**src/hdl/assert_macros.svh**
```systemverilog
// Assertion helpers shared by the RTL. Every use samples on clk_i and is
// switched off while rst_ni is low.
`ifndef ASSERT_MACROS_SVH
`define ASSERT_MACROS_SVH

// Consequent must hold in the same cycle as the antecedent.
`define SFS_ASSERT_IMP(name, ante, cons, msg) \
  name: assert property (@(posedge clk_i) disable iff (!rst_ni) (ante) |-> (cons)) \
    else $error(msg);

// Consequent must hold in the cycle after the antecedent.
`define SFS_ASSERT_NXT(name, ante, cons, msg) \
  name: assert property (@(posedge clk_i) disable iff (!rst_ni) (ante) |=> (cons)) \
    else $error(msg);

`endif

```
**src/hdl/sfs_pkg.sv**
```systemverilog
package sfs_pkg;

  // Default sizes.
  localparam int SampleBits    = 16;
  localparam int PhaseBits     = 32;
  localparam int SineTableBits = 10;

  // Smoother state is Q1.23 whatever the sample width.
  localparam int SecBits   = 24;
  localparam int NumLanes  = 2;

  // Q16 smoothing coefficients (0.6413 and 0.9260).
  localparam int CoefA = 42028;
  localparam int CoefB = 60686;

  localparam longint HalfPiQ30 = 64'd1686629713;
  localparam int OneQ15        = 32768;
  localparam int KnobCenter    = 16384;
  localparam int ShiftScale    = 1000;

  // Configuration port.
  localparam int CfgIdxBits  = 2;
  localparam int CfgDataBits = 18;
  localparam int KnobBits    = 16;
  localparam int RateBits    = 18;
  localparam int GainBits    = 17;

  typedef enum logic [CfgIdxBits-1:0] {
    CfgEnable = 2'd0,
    CfgShift  = 2'd1,
    CfgMix    = 2'd2,
    CfgRate   = 2'd3
  } cfg_idx_e;

  // Stage strobes and the enable flag from the sequencer to every lane.
  typedef struct packed {
    logic load;
    logic mul1;
    logic mul2;
    logic prod;
    logic mix;
    logic enable;
  } lane_ctrl_t;

  // Quarter-wave sine entry m of a table with 2^tb entries, Q1.15.
  // Evaluated at elaboration only, to fill the constant table.
  function automatic logic [14:0] quarter_sine(input int unsigned m, input int unsigned tb);
    logic [63:0]        x;
    logic [63:0]        x2;
    logic [63:0]        term;
    logic signed [63:0] sum;
    x    = (64'(m) * 64'(HalfPiQ30) + (64'd1 << (tb - 3))) >> (tb - 2);
    x2   = (x * x) >> 30;
    term = x;
    sum  = signed'(x);
    term = ((term * x2) >> 30) / 64'd6;
    sum  = sum - signed'(term);
    term = ((term * x2) >> 30) / 64'd20;
    sum  = sum + signed'(term);
    term = ((term * x2) >> 30) / 64'd42;
    sum  = sum - signed'(term);
    term = ((term * x2) >> 30) / 64'd72;
    sum  = sum + signed'(term);
    term = ((term * x2) >> 30) / 64'd110;
    sum  = sum - signed'(term);
    term = ((term * x2) >> 30) / 64'd156;
    sum  = sum + signed'(term);
    term = ((term * x2) >> 30) / 64'd210;
    sum  = sum - signed'(term);
    if (sum < 0) begin
      sum = 0;
    end
    sum = (sum + 64'sd16384) >>> 15;
    if (sum > 64'sd32767) begin
      sum = 64'sd32767;
    end
    return 15'(sum);
  endfunction

endpackage

```
**src/hdl/sfs_out_if.sv**
```systemverilog
interface sfs_out_if #(
  parameter int SAMPLE_BITS = sfs_pkg::SampleBits
) ();
  logic                          valid;
  logic                          ready;
  logic signed [SAMPLE_BITS-1:0] left_out;
  logic signed [SAMPLE_BITS-1:0] right_out;

  modport source (output valid, output left_out, output right_out, input ready);
  modport sink   (input valid, input left_out, input right_out, output ready);
endinterface

```
**src/hdl/sfs_merge.sv**
```systemverilog
// Collects the lane results into one output frame and holds it until the
// receiver takes it.
module sfs_merge #(
  parameter int SAMPLE_BITS = sfs_pkg::SampleBits
) (
  input  logic                          clk_i,
  input  logic                          rst_ni,
  input  logic                          capture_i,
  input  logic signed [SAMPLE_BITS-1:0] lane_res_i [sfs_pkg::NumLanes],
  output logic                          free_o,
  sfs_out_if.source                     out_o
);

  logic                          valid_q;
  logic signed [SAMPLE_BITS-1:0] left_q;
  logic signed [SAMPLE_BITS-1:0] right_q;
  logic                          take;

  assign free_o = !valid_q || out_o.ready;
  assign take   = capture_i && free_o;

  always_ff @(posedge clk_i or negedge rst_ni) begin
    if (!rst_ni) begin
      valid_q <= 1'b0;
    end else if (take) begin
      valid_q <= 1'b1;
    end else if (out_o.ready) begin
      valid_q <= 1'b0;
    end
  end

  always_ff @(posedge clk_i) begin
    if (take) begin
      left_q  <= lane_res_i[0];
      right_q <= lane_res_i[1];
    end
  end

  assign out_o.valid     = valid_q;
  assign out_o.left_out  = left_q;
  assign out_o.right_out = right_q;

endmodule

```
**src/flat_wrapper.sv**
```systemverilog
// flat-port wrapper written by rule: the top's interface ports become plain ports
module sfs_merge_flat 
#(
  parameter int SAMPLE_BITS = sfs_pkg::SampleBits
)
  (clk_i, rst_ni, capture_i, lane_res_i, free_o, out_o_valid, out_o_left_out, out_o_right_out, out_o_ready);
  sfs_out_if #(.SAMPLE_BITS(SAMPLE_BITS)) out_o_i ();
  input  logic clk_i;
  input  logic rst_ni;
  input  logic capture_i;
  input  logic signed [SAMPLE_BITS-1:0] lane_res_i[sfs_pkg::NumLanes];
  output logic free_o;
  output wire logic [$bits(out_o_i.valid)-1:0] out_o_valid;
  output wire logic [$bits(out_o_i.left_out)-1:0] out_o_left_out;
  output wire logic [$bits(out_o_i.right_out)-1:0] out_o_right_out;
  input wire logic [$bits(out_o_i.ready)-1:0] out_o_ready;
  assign out_o_valid = out_o_i.valid;
  assign out_o_left_out = out_o_i.left_out;
  assign out_o_right_out = out_o_i.right_out;
  assign out_o_i.ready = out_o_ready;
  sfs_merge #(.SAMPLE_BITS(SAMPLE_BITS)) u_core (.clk_i(clk_i), .rst_ni(rst_ni), .capture_i(capture_i), .lane_res_i(lane_res_i), .free_o(free_o), .out_o(out_o_i));
endmodule
```
**config.mk**
```make
export PLATFORM = sky130hd
export DESIGN_NAME = sfs_merge_flat
export DESIGN_NICKNAME = d
export VERILOG_FILES = /design/src/hdl/assert_macros.svh /design/src/hdl/sfs_pkg.sv /design/src/hdl/sfs_out_if.sv /design/src/hdl/sfs_merge.sv /design/src/flat_wrapper.sv
export SDC_FILE = /design/constraint.sdc
export NUM_CORES = 1
export LEC_CHECK = 0
export BUFFER_PORTS_ARGS = -buffer_cell sky130_fd_sc_hd__clkbuf_2
export CAP_MARGIN = 20
export CORE_MARGIN = 2
export CORE_UTILIZATION = 42
export DETAILED_ROUTE_END_ITERATION = 10
export PLACE_DENSITY = 0.78
export SLEW_MARGIN = 40
export SYNTH_ARGS = -nofsm -noshare
export SYNTH_HDL_FRONTEND = slang
export SYNTH_SLANG_ARGS = --single-unit
```
**constraint.sdc**
```tcl
create_clock -name clk_i -period 3.7 [get_ports clk_i]
set_clock_uncertainty 0.05 [all_clocks]
set_input_delay 0.74 -clock clk_i [delete_from_list [all_inputs] [get_ports clk_i]]
set_output_delay 0.74 -clock clk_i [all_outputs]
set_load 0.005 [all_outputs]
```
# Word level (Yosys, flattened, before mapping)
# Index checks and enable logic that the tools add are counted.
# classes
mux,2
reduce_logical,4
# op_table
op,count
two-way mux 1 bit,2
nonzero test 2 bit,1
logical AND 1 bit,1
logical NOT 1 bit,1
logical OR 1 bit,1
# totals
out_inout_bits,34
elab_cells,9
in_bits,36
register_bits,33

# Depth between registers and ports, before layout
# depth
ltp_word,4
mapped_depth,2
mapped_depth_nobuf,2

# Worst setup path before layout
# OpenSTA, ideal clock, no wires.
# synth_path
kind,input-to-output
from,input out_o_ready
to,output free_o
arrival_time_ns,0.866
slack_ns,2.044
t_required_ns,2.910
stages,1
path_cell_list,nand2b_4
# synth_via
elab_chain_cells,1
# synth_rtl
item,line_no,rtl
from (decl),flat_wrapper.sv:16,input wire logic [$bits(out_o_i.ready)-1:0] out_o_ready;
logical OR 1 bit,sfs_merge.sv:19,assign free_o = !valid_q || out_o.ready;
to (decl),flat_wrapper.sv:12,output logic free_o;
# No other way between the ends.

# Worst setup path after layout
# Same ends and word-level chain as after synthesis.

==> run summary <==
Relative slew slack: 73.22%
Number of max-cap violations: 0
DRC violations left: 0
# IOs: 70
Share of the yosys chip area belonging to registers: 97.16%
R2r endpoint: u_core.out_o.right_out[9]
Clk sink count: 33
Reg2Reg Depth: 2
Core area: 0.002255 mm^2
CP endpoint kind: output port
TritonCTS clock tree: done
Vias in the first global route: 545
Die Span Y: 53.15 um
Die area: 0.002825 mm^2
Synth top area share: 94.70%
Worst-path fanout max: 3
Global routing's busiest layer: met2
Worst-Skew Late Latency: 320 ps
Clock tree buffer depth: 2
H-tree depth: 2
CP startpoint kind: input port
DR pass1 iterations: 4
Syn avg cell area: 28.19 um^2
Main flop type after synthesis: edfxtp_1
Site row count: 17
Routability Congestion: 0.5898
CTS Hold Bufs: 0
Initial DRC count: 10
Inserted Clock Buffers: 5
Top cells by area, synth: edfxtp_1 (95%), dfrtp_1 (2.5%), nand2b_4 (1.4%)
Fmax: 539.5 MHz
Min Hold Slack: 126.4 ps
Reg2reg start: u_core.out_o.valid
DR vias/cell: 4.336
Ys Warns: 0
Slew @ Worst Pin: 401.7 ps
Diode count: 0
Filler cell count: 184
Setup violations, final: 0
Largest net degree at the start of global routing: 33
First-pass GRT wire length: 2421 um
Peak supply drop: 0.3234 mV
Fin. Hold Viols: 0
Horiz. Die Dim: 53.15 um
Area Overhead vs Synth: 41.92%
GRT met3 Usage: 8.757%
Total grt overflow: 0
CP Class: in2out
Most common cell in the synthesized netlist: edfxtp_1
RSZ-0062 raised after global routing: false
Hold Crit Class: in2async
Syn_nets: 72
Status: finished clean
PwrDens: 458.8 mW/mm^2
Multi-input gate area: 28.78 um^2
GRT Overall Usage: 13.56%
Lkg Pwr: 0.6436 nW
R2r setup slk: 2400 ps
Post-route ant nets: 0
Cell count after synthesis: 36
Routed wire per std cell: 12.59 um
WP data arrival: 1060 ps
Initial core utilization: 45.01%
Initial antenna violation count: 0
Worst EP required: 2910 ps
Met1 Use GR: 15.59%
Post-synth EDFFs: 32
Vias: 607
Met2 usage: 19.58%
Fin Setup TNS: 0 ps
Setup Buffers After CTS: 0
Most instantiated cells after synthesis: edfxtp_1 (32), and2_4 (1), dfrtp_1 (1), nand2b_1 (1), nand2b_4 (1)
Async S/R FF share, synth: 3.030%
Final nets: 148
Synth area leader: edfxtp_1
# port buffers: 69
Post-Syn Area: 0.001015 mm^2
Final period util: 50.10%
Post-CTS resize count: 0
Reg area: 985.9 um^2
Clock-pin slew on the worst setup and hold paths: 90 ps
CTS root buffer: clkbuf_4
Fin crit period: 1854 ps
Routed Wire Length: 1763 um
Synth cell types: 5
#FFs+latches synth: 33
Layout cells sized above 1: 67.86%
Final core utilization: 63.87%
Slew Viols, Final: 0
[final cells by class]
type / instances / share of cell area, %
flip-flops and latches: 33 / 68.46
clock buffers: 6 / 2.867
repair buffers: 69 / 23.98
multi-input cells: 3 / 1.998
clock inverters: 1 / 0.2606
well taps: 28 / 2.433
[through the flow]
step                setup WS (ps)   power, W  instances  area [um^2]
floorplan                    2044  0.0004606         36         1015
global route                 1828  0.0006971        140         1440
finish                       1846  0.0006607        140         1440
CTS                          1844  0.0006707        140         1440
global placement             1856  0.0004983        133         1395
detailed placement           1849  0.0005005        133         1395
[flip-flops by register name, indices dropped and copies added, names as in the netlist]
signal / count
u_core.out_o.left_out: 16
u_core.out_o.right_out: 16
u_core.out_o.valid: 1
[critical path, stage by stage]
cell      delay [ps]
clkbuf_2          80
nand2b_4         130
clkbuf_2         110
[metal layers]
metal | vias up | wire length [um]
met5 | - | 0
met4 | 0 | 0
met3 | 0 | 193
met2 | 35 | 938
met1 | 276 | 631
li1 | 296 | -
[worst max-delay path by stage]
stage	from	endpoint	slack [ps]	depth (start not counted)
finish	out_o_ready	free_o	1850	3
global route	out_o_ready	free_o	1830	3
CTS	out_o_ready	free_o	1840	3
detailed placement	out_o_ready	free_o	1850	3
global placement	out_o_ready	free_o	1860	3
floorplan	out_o_ready	free_o	2040	1
[placed cells by master (no fill, tap or decap)]
cell type   n
clkbuf_4    5
clkbuf_2   69
edfxtp_1   32
nand2b_4    1
clkbuf_1    1
dfrtp_1     1
clkinv_1    1
nand2b_1    1
and2_4      1
[power breakdown]
| part | total (W) | internal [W] | switching [W] |
|---|---|---|---|
| clock network | 0.000170 | 0.0000688 | 0.000101 |
| registers | 0.000439 | 0.000434 | 0.00000516 |
| logic | 0.0000511 | 0.0000275 | 0.0000236 |
[cell families after synthesis]
kind of cell | after synthesis | share of synthesized area, %
AND/OR/NAND/NOR | 3 | 2.836
flip-flops | 33 | 97.16
No activity file was read; power rests on OpenSTA's default activity.
