--- config.mk ---
export PLATFORM = sky130hd
export DESIGN_NAME = sfs_step_div
export DESIGN_NICKNAME = d
export VERILOG_FILES = /design/src/hdl/assert_macros.svh /design/src/hdl/sfs_pkg.sv /design/src/hdl/sfs_step_div.sv
export SDC_FILE = /design/constraint.sdc
export NUM_CORES = 1
export LEC_CHECK = 0
export ABC_AREA = 1
export BUFFER_PORTS_ARGS = -buffer_cell sky130_fd_sc_hd__buf_2
export CAP_MARGIN = 5
export CORE_MARGIN = 2
export CORE_UTILIZATION = 57
export DETAILED_ROUTE_END_ITERATION = 12
export GPL_TIMING_DRIVEN = 0
export PLACE_DENSITY = 0.82
export SYNTH_ARGS = -nofsm -noshare
export SYNTH_HDL_FRONTEND = slang
export SYNTH_SLANG_ARGS = --single-unit
--- constraint.sdc ---
create_clock -name clk_i -period 1.9 [get_ports clk_i]
set_input_delay 0.285 -clock clk_i [delete_from_list [all_inputs] [get_ports clk_i]]
set_output_delay 0.285 -clock clk_i [all_outputs]
set_load 0.05 [all_outputs]
--- src/hdl/assert_macros.svh ---
// Assertion helpers shared by the RTL. Every use samples on clk_i and is
// switched off while rst_ni is low.
`ifndef ASSERT_MACROS_SVH
`define ASSERT_MACROS_SVH

// Consequent must hold in the same cycle as the antecedent.
`define SFS_ASSERT_IMP(name, ante, cons, msg) \
  name: assert property (@(posedge clk_i) disable iff (!rst_ni) (ante) |-> (cons)) \
    else $error(msg);

// Consequent must hold in the cycle after the antecedent.
`define SFS_ASSERT_NXT(name, ante, cons, msg) \
  name: assert property (@(posedge clk_i) disable iff (!rst_ni) (ante) |=> (cons)) \
    else $error(msg);

`endif

--- src/hdl/sfs_pkg.sv ---
package sfs_pkg;

  // Default sizes.
  localparam int SampleBits    = 16;
  localparam int PhaseBits     = 32;
  localparam int SineTableBits = 10;

  // Smoother state is Q1.23 whatever the sample width.
  localparam int SecBits   = 24;
  localparam int NumLanes  = 2;

  // Q16 smoothing coefficients (0.6413 and 0.9260).
  localparam int CoefA = 42028;
  localparam int CoefB = 60686;

  localparam longint HalfPiQ30 = 64'd1686629713;
  localparam int OneQ15        = 32768;
  localparam int KnobCenter    = 16384;
  localparam int ShiftScale    = 1000;

  // Configuration port.
  localparam int CfgIdxBits  = 2;
  localparam int CfgDataBits = 18;
  localparam int KnobBits    = 16;
  localparam int RateBits    = 18;
  localparam int GainBits    = 17;

  typedef enum logic [CfgIdxBits-1:0] {
    CfgEnable = 2'd0,
    CfgShift  = 2'd1,
    CfgMix    = 2'd2,
    CfgRate   = 2'd3
  } cfg_idx_e;

  // Stage strobes and the enable flag from the sequencer to every lane.
  typedef struct packed {
    logic load;
    logic mul1;
    logic mul2;
    logic prod;
    logic mix;
    logic enable;
  } lane_ctrl_t;

  // Quarter-wave sine entry m of a table with 2^tb entries, Q1.15.
  // Evaluated at elaboration only, to fill the constant table.
  function automatic logic [14:0] quarter_sine(input int unsigned m, input int unsigned tb);
    logic [63:0]        x;
    logic [63:0]        x2;
    logic [63:0]        term;
    logic signed [63:0] sum;
    x    = (64'(m) * 64'(HalfPiQ30) + (64'd1 << (tb - 3))) >> (tb - 2);
    x2   = (x * x) >> 30;
    term = x;
    sum  = signed'(x);
    term = ((term * x2) >> 30) / 64'd6;
    sum  = sum - signed'(term);
    term = ((term * x2) >> 30) / 64'd20;
    sum  = sum + signed'(term);
    term = ((term * x2) >> 30) / 64'd42;
    sum  = sum - signed'(term);
    term = ((term * x2) >> 30) / 64'd72;
    sum  = sum + signed'(term);
    term = ((term * x2) >> 30) / 64'd110;
    sum  = sum - signed'(term);
    term = ((term * x2) >> 30) / 64'd156;
    sum  = sum + signed'(term);
    term = ((term * x2) >> 30) / 64'd210;
    sum  = sum - signed'(term);
    if (sum < 0) begin
      sum = 0;
    end
    sum = (sum + 64'sd16384) >>> 15;
    if (sum > 64'sd32767) begin
      sum = 64'sd32767;
    end
    return 15'(sum);
  endfunction

endpackage

--- src/hdl/sfs_step_div.sv ---
// Derives the oscillator phase increment from the knob and the sample rate
// with a restoring divider that produces one quotient bit per cycle.
module sfs_step_div #(
  parameter int PHASE_BITS = sfs_pkg::PhaseBits
) (
  input  logic                              clk_i,
  input  logic                              rst_ni,
  input  logic                              kick_i,
  input  logic [sfs_pkg::KnobBits-1:0]      shift_i,
  input  logic [sfs_pkg::RateBits-1:0]      rate_i,
  output logic                              busy_o,
  output logic [PHASE_BITS-1:0]             step_o
);

  localparam int KnobW  = sfs_pkg::KnobBits;
  localparam int RateW  = sfs_pkg::RateBits;
  localparam int ProdW  = KnobW + 10;
  localparam int DvdW   = PHASE_BITS + 12;
  localparam int CntW   = $clog2(DvdW);

  typedef enum logic [1:0] {
    DV_IDLE,
    DV_LOAD,
    DV_RUN,
    DV_DONE
  } dv_state_e;

  dv_state_e          state_q;
  logic               pend_q;
  logic               neg_q;
  logic [RateW-1:0]   sr_q;
  logic [RateW-1:0]   rem_q;
  logic [DvdW-1:0]    dvd_q;
  logic [PHASE_BITS-1:0] quo_q;
  logic [PHASE_BITS-1:0] step_q;
  logic [CntW-1:0]    cnt_q;

  logic [KnobW:0]     diff;
  logic               neg;
  logic [KnobW-1:0]   mag;
  logic [ProdW-1:0]   prod;
  logic [RateW-1:0]   sr;
  logic [DvdW-1:0]    dividend;
  logic [RateW:0]     rem_ext;
  logic               ge;
  logic [RateW:0]     rem_nxt;

  always_comb begin
    diff     = (KnobW + 1)'(shift_i) - (KnobW + 1)'(sfs_pkg::KnobCenter);
    neg      = diff[KnobW];
    mag      = neg ? KnobW'(-diff) : diff[KnobW-1:0];
    prod     = ProdW'(mag) * ProdW'(sfs_pkg::ShiftScale);
    sr       = (rate_i == '0) ? RateW'(1) : rate_i;
    dividend = (DvdW'(prod) << (PHASE_BITS - 15)) + DvdW'(sr >> 1);
    rem_ext  = {rem_q, dvd_q[DvdW-1]};
    ge       = rem_ext >= {1'b0, sr_q};
    rem_nxt  = ge ? (rem_ext - {1'b0, sr_q}) : rem_ext;
  end

  always_ff @(posedge clk_i or negedge rst_ni) begin
    if (!rst_ni) begin
      state_q <= DV_IDLE;
      pend_q  <= 1'b1;
      neg_q   <= 1'b0;
      sr_q    <= '0;
      rem_q   <= '0;
      dvd_q   <= '0;
      quo_q   <= '0;
      step_q  <= '0;
      cnt_q   <= '0;
    end else begin
      if (kick_i) begin
        pend_q <= 1'b1;
      end
      unique case (state_q)
        DV_IDLE: begin
          if (pend_q && !kick_i) begin
            pend_q  <= 1'b0;
            state_q <= DV_LOAD;
          end
        end
        DV_LOAD: begin
          neg_q   <= neg;
          sr_q    <= sr;
          rem_q   <= '0;
          dvd_q   <= dividend;
          quo_q   <= '0;
          cnt_q   <= CntW'(DvdW - 1);
          state_q <= DV_RUN;
        end
        DV_RUN: begin
          rem_q <= rem_nxt[RateW-1:0];
          dvd_q <= {dvd_q[DvdW-2:0], 1'b0};
          quo_q <= {quo_q[PHASE_BITS-2:0], ge};
          cnt_q <= cnt_q - 1'b1;
          if (cnt_q == '0) begin
            state_q <= DV_DONE;
          end
        end
        DV_DONE: begin
          // Only the low phase bits of the step matter, the accumulator wraps.
          step_q  <= neg_q ? (~quo_q + 1'b1) : quo_q;
          state_q <= DV_IDLE;
        end
        default: state_q <= DV_IDLE;
      endcase
    end
  end

  assign busy_o = pend_q || (state_q != DV_IDLE);
  assign step_o = step_q;

endmodule

# Yosys cells after proc, flatten, opt, wreduce, memory -nomap -nowiden
# Cells that the tools add are included.
dict set report word_totals {
  ff_bits 154
  inputBits 37
  out_inout_bits 33
  elab_cells 46
}
dict set report classes {
  addsub 6
  mul 1
  magnitude_cmp 1
  n_eq_ne 5
  muxes 14
  bitwise_logic 1
  n_reduce_logical 9
}
# cell n
set ops {}
lappend ops {{case mux 44 bit (2 select lines)} 1}
lappend ops {{case mux 32 bit (2 select lines)} 1}
lappend ops {{adder 43 x 17 -> 44 bit} 1}
lappend ops {{2-to-1 mux 18 bit} 2}
lappend ops {{case mux 18 bit (2 select lines)} 1}
lappend ops {{adder 32 x 1 -> 32 bit, second input constant} 1}
lappend ops {{2-to-1 mux 32 bit} 1}
lappend ops {{inverter 32 bit} 1}
lappend ops {{multiplier 16 x 7 -> 23 bit, second input constant} 1}
lappend ops {{greater-or-equal comparator 19 x 18 -> 1 bit} 1}
lappend ops {{logical NOT 18 bit} 1}
lappend ops {{subtractor 18 bit} 1}
lappend ops {{subtractor 16 x 15 -> 17 bit, second input constant} 1}
lappend ops {{2-to-1 mux 16 bit} 1}
lappend ops {{negation 16 bit} 1}
lappend ops {{case mux 6 bit (2 select lines)} 1}
lappend ops {{case mux 2 bit (4 select lines)} 1}
lappend ops {{logical NOT 6 bit} 1}
lappend ops {{subtractor 6 x 1 -> 6 bit, second input constant} 1}
lappend ops {{== test 2 bit, second input constant} 2}
lappend ops {{2-to-1 mux 2 bit} 2}
lappend ops {{!= test 2 bit, second input constant} 2}
lappend ops {{nonzero test 2 bit} 2}
lappend ops {{2-to-1 mux 1 bit} 3}
lappend ops {{6 further kinds} 6}

# Depth between registers and ports, before layout
dict set report depth {
  depth_word 6
  mapped_depth 30
  depth_no_buf 30
}

# Least setup slack after synthesis
# OpenSTA, ideal clock, no wires.
dict set report synth_timing {
  path_kind {input to register}
  start {input shift_i[14] (netlist bit)}
  end {register dvd_q[35]}
  setup_time_ns 0.116
  t_arrival_ns 4.614
  required_time_ns 1.784
  path_slack_ns -2.830
  cell_stages 19
  path_buffers 2
  cell_sequence {inv_1 > ha_1 > buf_4 > clkbuf_1 > o21ai_0 > xor2_1 > inv_1 > fa_1 > fa_1 > fa_1 > fa_1 > inv_1 > ha_1 > nand2_1 > o21ai_0 > a21oi_1 > or2_2 > nand2_1 > nand2_1}
}
dict set report synth_between {
  word_cells_on_any_way 6
  classes_between {3 x add/sub; 1 x mul; 2 x mux}
}
# item line_no
set synth_rtl {}
lappend synth_rtl {{start: declaration} sfs_step_div.sv:9} ;# input logic [sfs_pkg::KnobBits-1:0] shift_i,
lappend synth_rtl {{subtractor 16 x 15 -> 17 bit} sfs_step_div.sv:49} ;# diff = (KnobW + 1)'(shift_i) - (KnobW + 1)'(sfs_pkg::KnobCenter);
lappend synth_rtl {{via diff[16]} sfs_step_div.sv:38} ;# logic [KnobW:0] diff;
lappend synth_rtl {{2-to-1 mux 16 bit} sfs_step_div.sv:51} ;# mag = neg ? KnobW'(-diff) : diff[KnobW-1:0];
lappend synth_rtl {{multiplier 16 x 7 -> 23 bit} sfs_step_div.sv:52} ;# prod = ProdW'(mag) * ProdW'(sfs_pkg::ShiftScale);
lappend synth_rtl {{adder 43 x 17 -> 44 bit} sfs_step_div.sv:54} ;# dividend = (DvdW'(prod) << (PHASE_BITS - 15)) + DvdW'(sr >> 1);
lappend synth_rtl {{case mux 44 bit (2 select lines)} sfs_step_div.sv:75} ;# unique case (state_q)
lappend synth_rtl {{end signal: assignment} sfs_step_div.sv:86} ;# dvd_q <= dividend;
lappend synth_rtl {{end signal: assignment} sfs_step_div.sv:93} ;# dvd_q <= {dvd_q[DvdW-2:0], 1'b0};
lappend synth_rtl {{end: declaration} sfs_step_div.sv:33} ;# logic [DvdW-1:0] dvd_q;
# The timed path passes the listed nets, and every way through them passes these cells.
# A chain may end at the register's enable or synchronous reset.

# Final worst setup path
dict set report layout_timing {
  start {input shift_i[0] (netlist bit)}
  end {register dvd_q[42]}
}
dict set report layout_between {
  elab_chain_cells 6
}
# item line_no
set layout_lines {}
lappend layout_lines {{subtractor 16 x 15 -> 17 bit *} sfs_step_div.sv:49}
lappend layout_lines {{negation 16 bit} sfs_step_div.sv:51}
lappend layout_lines {{2-to-1 mux 16 bit *} sfs_step_div.sv:51}
lappend layout_lines {{multiplier 16 x 7 -> 23 bit *} sfs_step_div.sv:52}
lappend layout_lines {{adder 43 x 17 -> 44 bit *} sfs_step_div.sv:54}
lappend layout_lines {{case mux 44 bit (2 select lines) *} sfs_step_div.sv:75}
# Mark *: on every way between the ends. The rest lies on a longest branch, timed or not.

==> flow_metrics.py <==
metrics = {
    "status": {
        "status": "finished with violations",
        "violations": "negative setup slack",
    },
    "routing": {
        "drtAntennaViolNets": 0,
        "vias": 13144,
        "first_pass_iters": 8,
        "detailedRoute.firstIterationViolations": 2019,
        "wl_per_cell_um": 23.40,
        "via_per_inst": 6.546,
        "drc_errors": 0,
        "routed_wl_um": 46980,
    },
    "flow_run": {
        "maxCapViolations": 0,
    },
    "floorplanning": {
        "core_area_sq_um": 20170,
        "io_pins": 70,
        "die_x_um": 147.1,
        "die-area_sq_um": 21630,
        "start_util": 0.5785,
        "fp.dieH_um": 147.1,
        "rows": 52,
    },
    "layout": {
        "final_cell_mix": "nand2_1 (316), inv_1 (186), dfrtp_1 (152)",
        "nNetsFinal": 1888,
        "syn2layout_area_growth_pct": 37.52,
        "antenna_cells": 0,
        "mostFrequentLayoutCell": "nand2_1",
        "drive_above_1_share": 0.3539,
    },
    "timing": {
        "holdWs_ps": 78.96,
        "setup_violations": 65,
        "slew_viol_final": 0,
        "setup_slack_ps": -3000,
        "finalHoldViolations": 0,
        "fmaxAchievable_mhz": 204.1,
        "finalCritPeriodShare": 2.579,
        "rsz0062_at_grt": "yes",
        "min_period_ps": 4900,
        "max_slew_margin": 0.3721,
        "clock_skew_ps": 11.85,
        "tightest_slew_ps": 941.8,
    },
    "clock_tree": {
        "cts_max_level": 4,
        "clk_pin_slew_ps": 80,
        "numCtsBuffers": 17,
        "clock_latency_ps": 450,
        "cts-root-buf": "clkbuf_16",
        "clockBufferDepth": 2,
        "cts_tree": "done",
        "clock-sinks": 154,
    },
    "synth": {
        "synth_seq_cells": 154,
        "synth_adder_area_share": 0.1666,
        "yosys_warnings": 0,
        "synthSimpleGateAreaFrac": 0.2542,
        "synth.yosys.seq_area_share": 0.3304,
        "synth_compound_area_frac": 0.1108,
        "netlist.area_leader.share": 0.3282,
        "synth_area_leaders": "dfrtp_1 (33%), nand2_1 (13%), fa_1 (8.4%), ha_1 (8.3%), inv_1 (7.7%)",
        "synth.area.mux_share": 0,
        "avgSynthCellArea_sq_um": 7.626,
        "synth_top_family_by_area": "simple AND/OR/NAND/NOR gates",
        "synth_xor_area_frac": 0.04054,
        "synth_area_leader_cell": "dfrtp_1",
        "synthDistinctLibCells": 50,
        "syn_nets": 1693,
        "synth_cells": 1530,
        "synth_area_sq_um": 11670,
    },
    "placement": {
        "gp_congestion": 0.9145,
        "dp_hpwl_um": 21990,
        "portBuffers": 69,
    },
    "setup_path": {
        "crit_required_ps": 2300,
        "cp.arrival_ps": 5300,
        "startpoint_type": "input port",
        "r2r_slack_ps": -390,
        "path_max_fanout": 5,
        "worst-setup-path-type": "in -> reg",
        "cp-end-kind": "register",
    },
    "global_route": {
        "groute.usage.overall": 0.3281,
        "grt_antenna_before_repair": 0,
        "grt_pass1_wl_um": 57230,
        "grt.overflow.total": 0,
        "grt_max_degree": 91,
        "grt_pass1_vias": 11796,
    },
    "worst_hold_path": {
        "hold_path.class": "in -> reg",
    },
}
==> per-stage QoR <==
step | TNS (ps) | instance area [sq um] | instances | setup WS, ps | utilization
after floorplan | -41370 | 12220 | 1530 | -2396 | -
after global routing | -54960 | 16050 | 2008 | -3002 | 0.7955
after global placement | -318740 | 12900 | 1869 | -3021 | 0.6396
after CTS | -37720 | 14920 | 1972 | -2258 | 0.7395
final | -51860 | 16050 | 2008 | -3000 | 0.7955
after detailed placement | -69160 | 12930 | 1870 | -3103 | 0.6413
==> synthesized netlist by cell type (all sizes together) <==
master and count:
nand2 424, a31oi 9, a21oi 46, nor2 99, o221ai 4, o22ai 40, buf 13, ha 77
nand4 12, a21o 2, xnor2 12, clkbuf 31, xor2 36, or2 5, dfrtp 153, o21bai 6
o21a 1, fa 49, a21boi 5, nor4 6, a22oi 1, o21ai 96, o211ai 10, inv 252
nand3 111, nand3b 15, and2 1, nor3 13, dfstp 1
==> routing by layer <==
metal | wire, um | track usage
met1 | 15500 | 0.4044
met2 | 20770 | 0.5535
met3 | 6000 | 0.05807
met4 | 4721 | 0.1716
met5 | 0 | 0
==> logic make-up after synthesis <==
family,count (synthesis)
compound gates,220
flops,154
buf+inv,296
xor+xnor,48
simple gates,686
fa+ha+maj,126
==> worst max-delay path, stage by stage <==
cell	delay, ps
buf_12	110
inv_8	60
ha_4	150
nand3_4	80
nor2_4	180
nand2_4	90
o21ai_4	210
xor2_2	180
buf_4	160
inv_4	40
fa_1	720
fa_2	540
fa_2	570
fa_1	440
inv_2	110
ha_4	260
a21oi_4	290
o21ai_4	120
inv_2	70
nand2_1	70
nand2_1	100
nand3_1	110
nand2_1	160
nand3_2	110
nand2_1	70
==> area by class of cell <==
| type | instances | area, sq um |
|---|---|---|
| plain buffers | 42 | 245.2 |
| clock buffers | 18 | 439.2 |
| clock inverters | 14 | 155.1 |
| fillers | 1091 | 4124 |
| inverters | 252 | 1011 |
| multi-input cells | 1080 | 8657 |
| flip-flops and latches | 154 | 3856 |
| well taps | 270 | 337.8 |
| repair buffers | 178 | 1344 |
==> worst paths after layout <==
| check | start | to | depth (start not counted) |
|---|---|---|---|
| worst max-delay path | shift_i[0] | dvd_q[42] | 25 |
| max in group asynchronous | rst_ni | rem_q[14] | 3 |
| min in group asynchronous | rst_ni | step_o[7] | 2 |
| worst min register to register | step_o[27] | step_o[27] | 2 |
| worst min-delay path | rate_i[9] | sr_q[9] | 3 |
| worst max register to register | sr_q[14] | rem_q[15] | 14 |
==> registers in the layout, indices dropped and copies added, names as in the netlist <==
signal and count:
dvd_q 44, quo_q 32, step_o 32, rem_q 18
sr_q 18, cnt_q 6, state_q 2, neg_q 1
pend_q 1
==> what timing repair did <==
action / in CTS / in global routing
gates cloned: 1 / 1
setup buffers: 70 / 37
hold endpoints to repair: 64 / 0
gates resized for setup: 192 / 234
hold buffers: 1 / 0
setup endpoints to repair: 105 / 119
pin swaps: 101 / 110
Power is left out: the tool's default activity adds up to more than one toggle a clock period on the data nets, which glitch-free logic cannot reach.
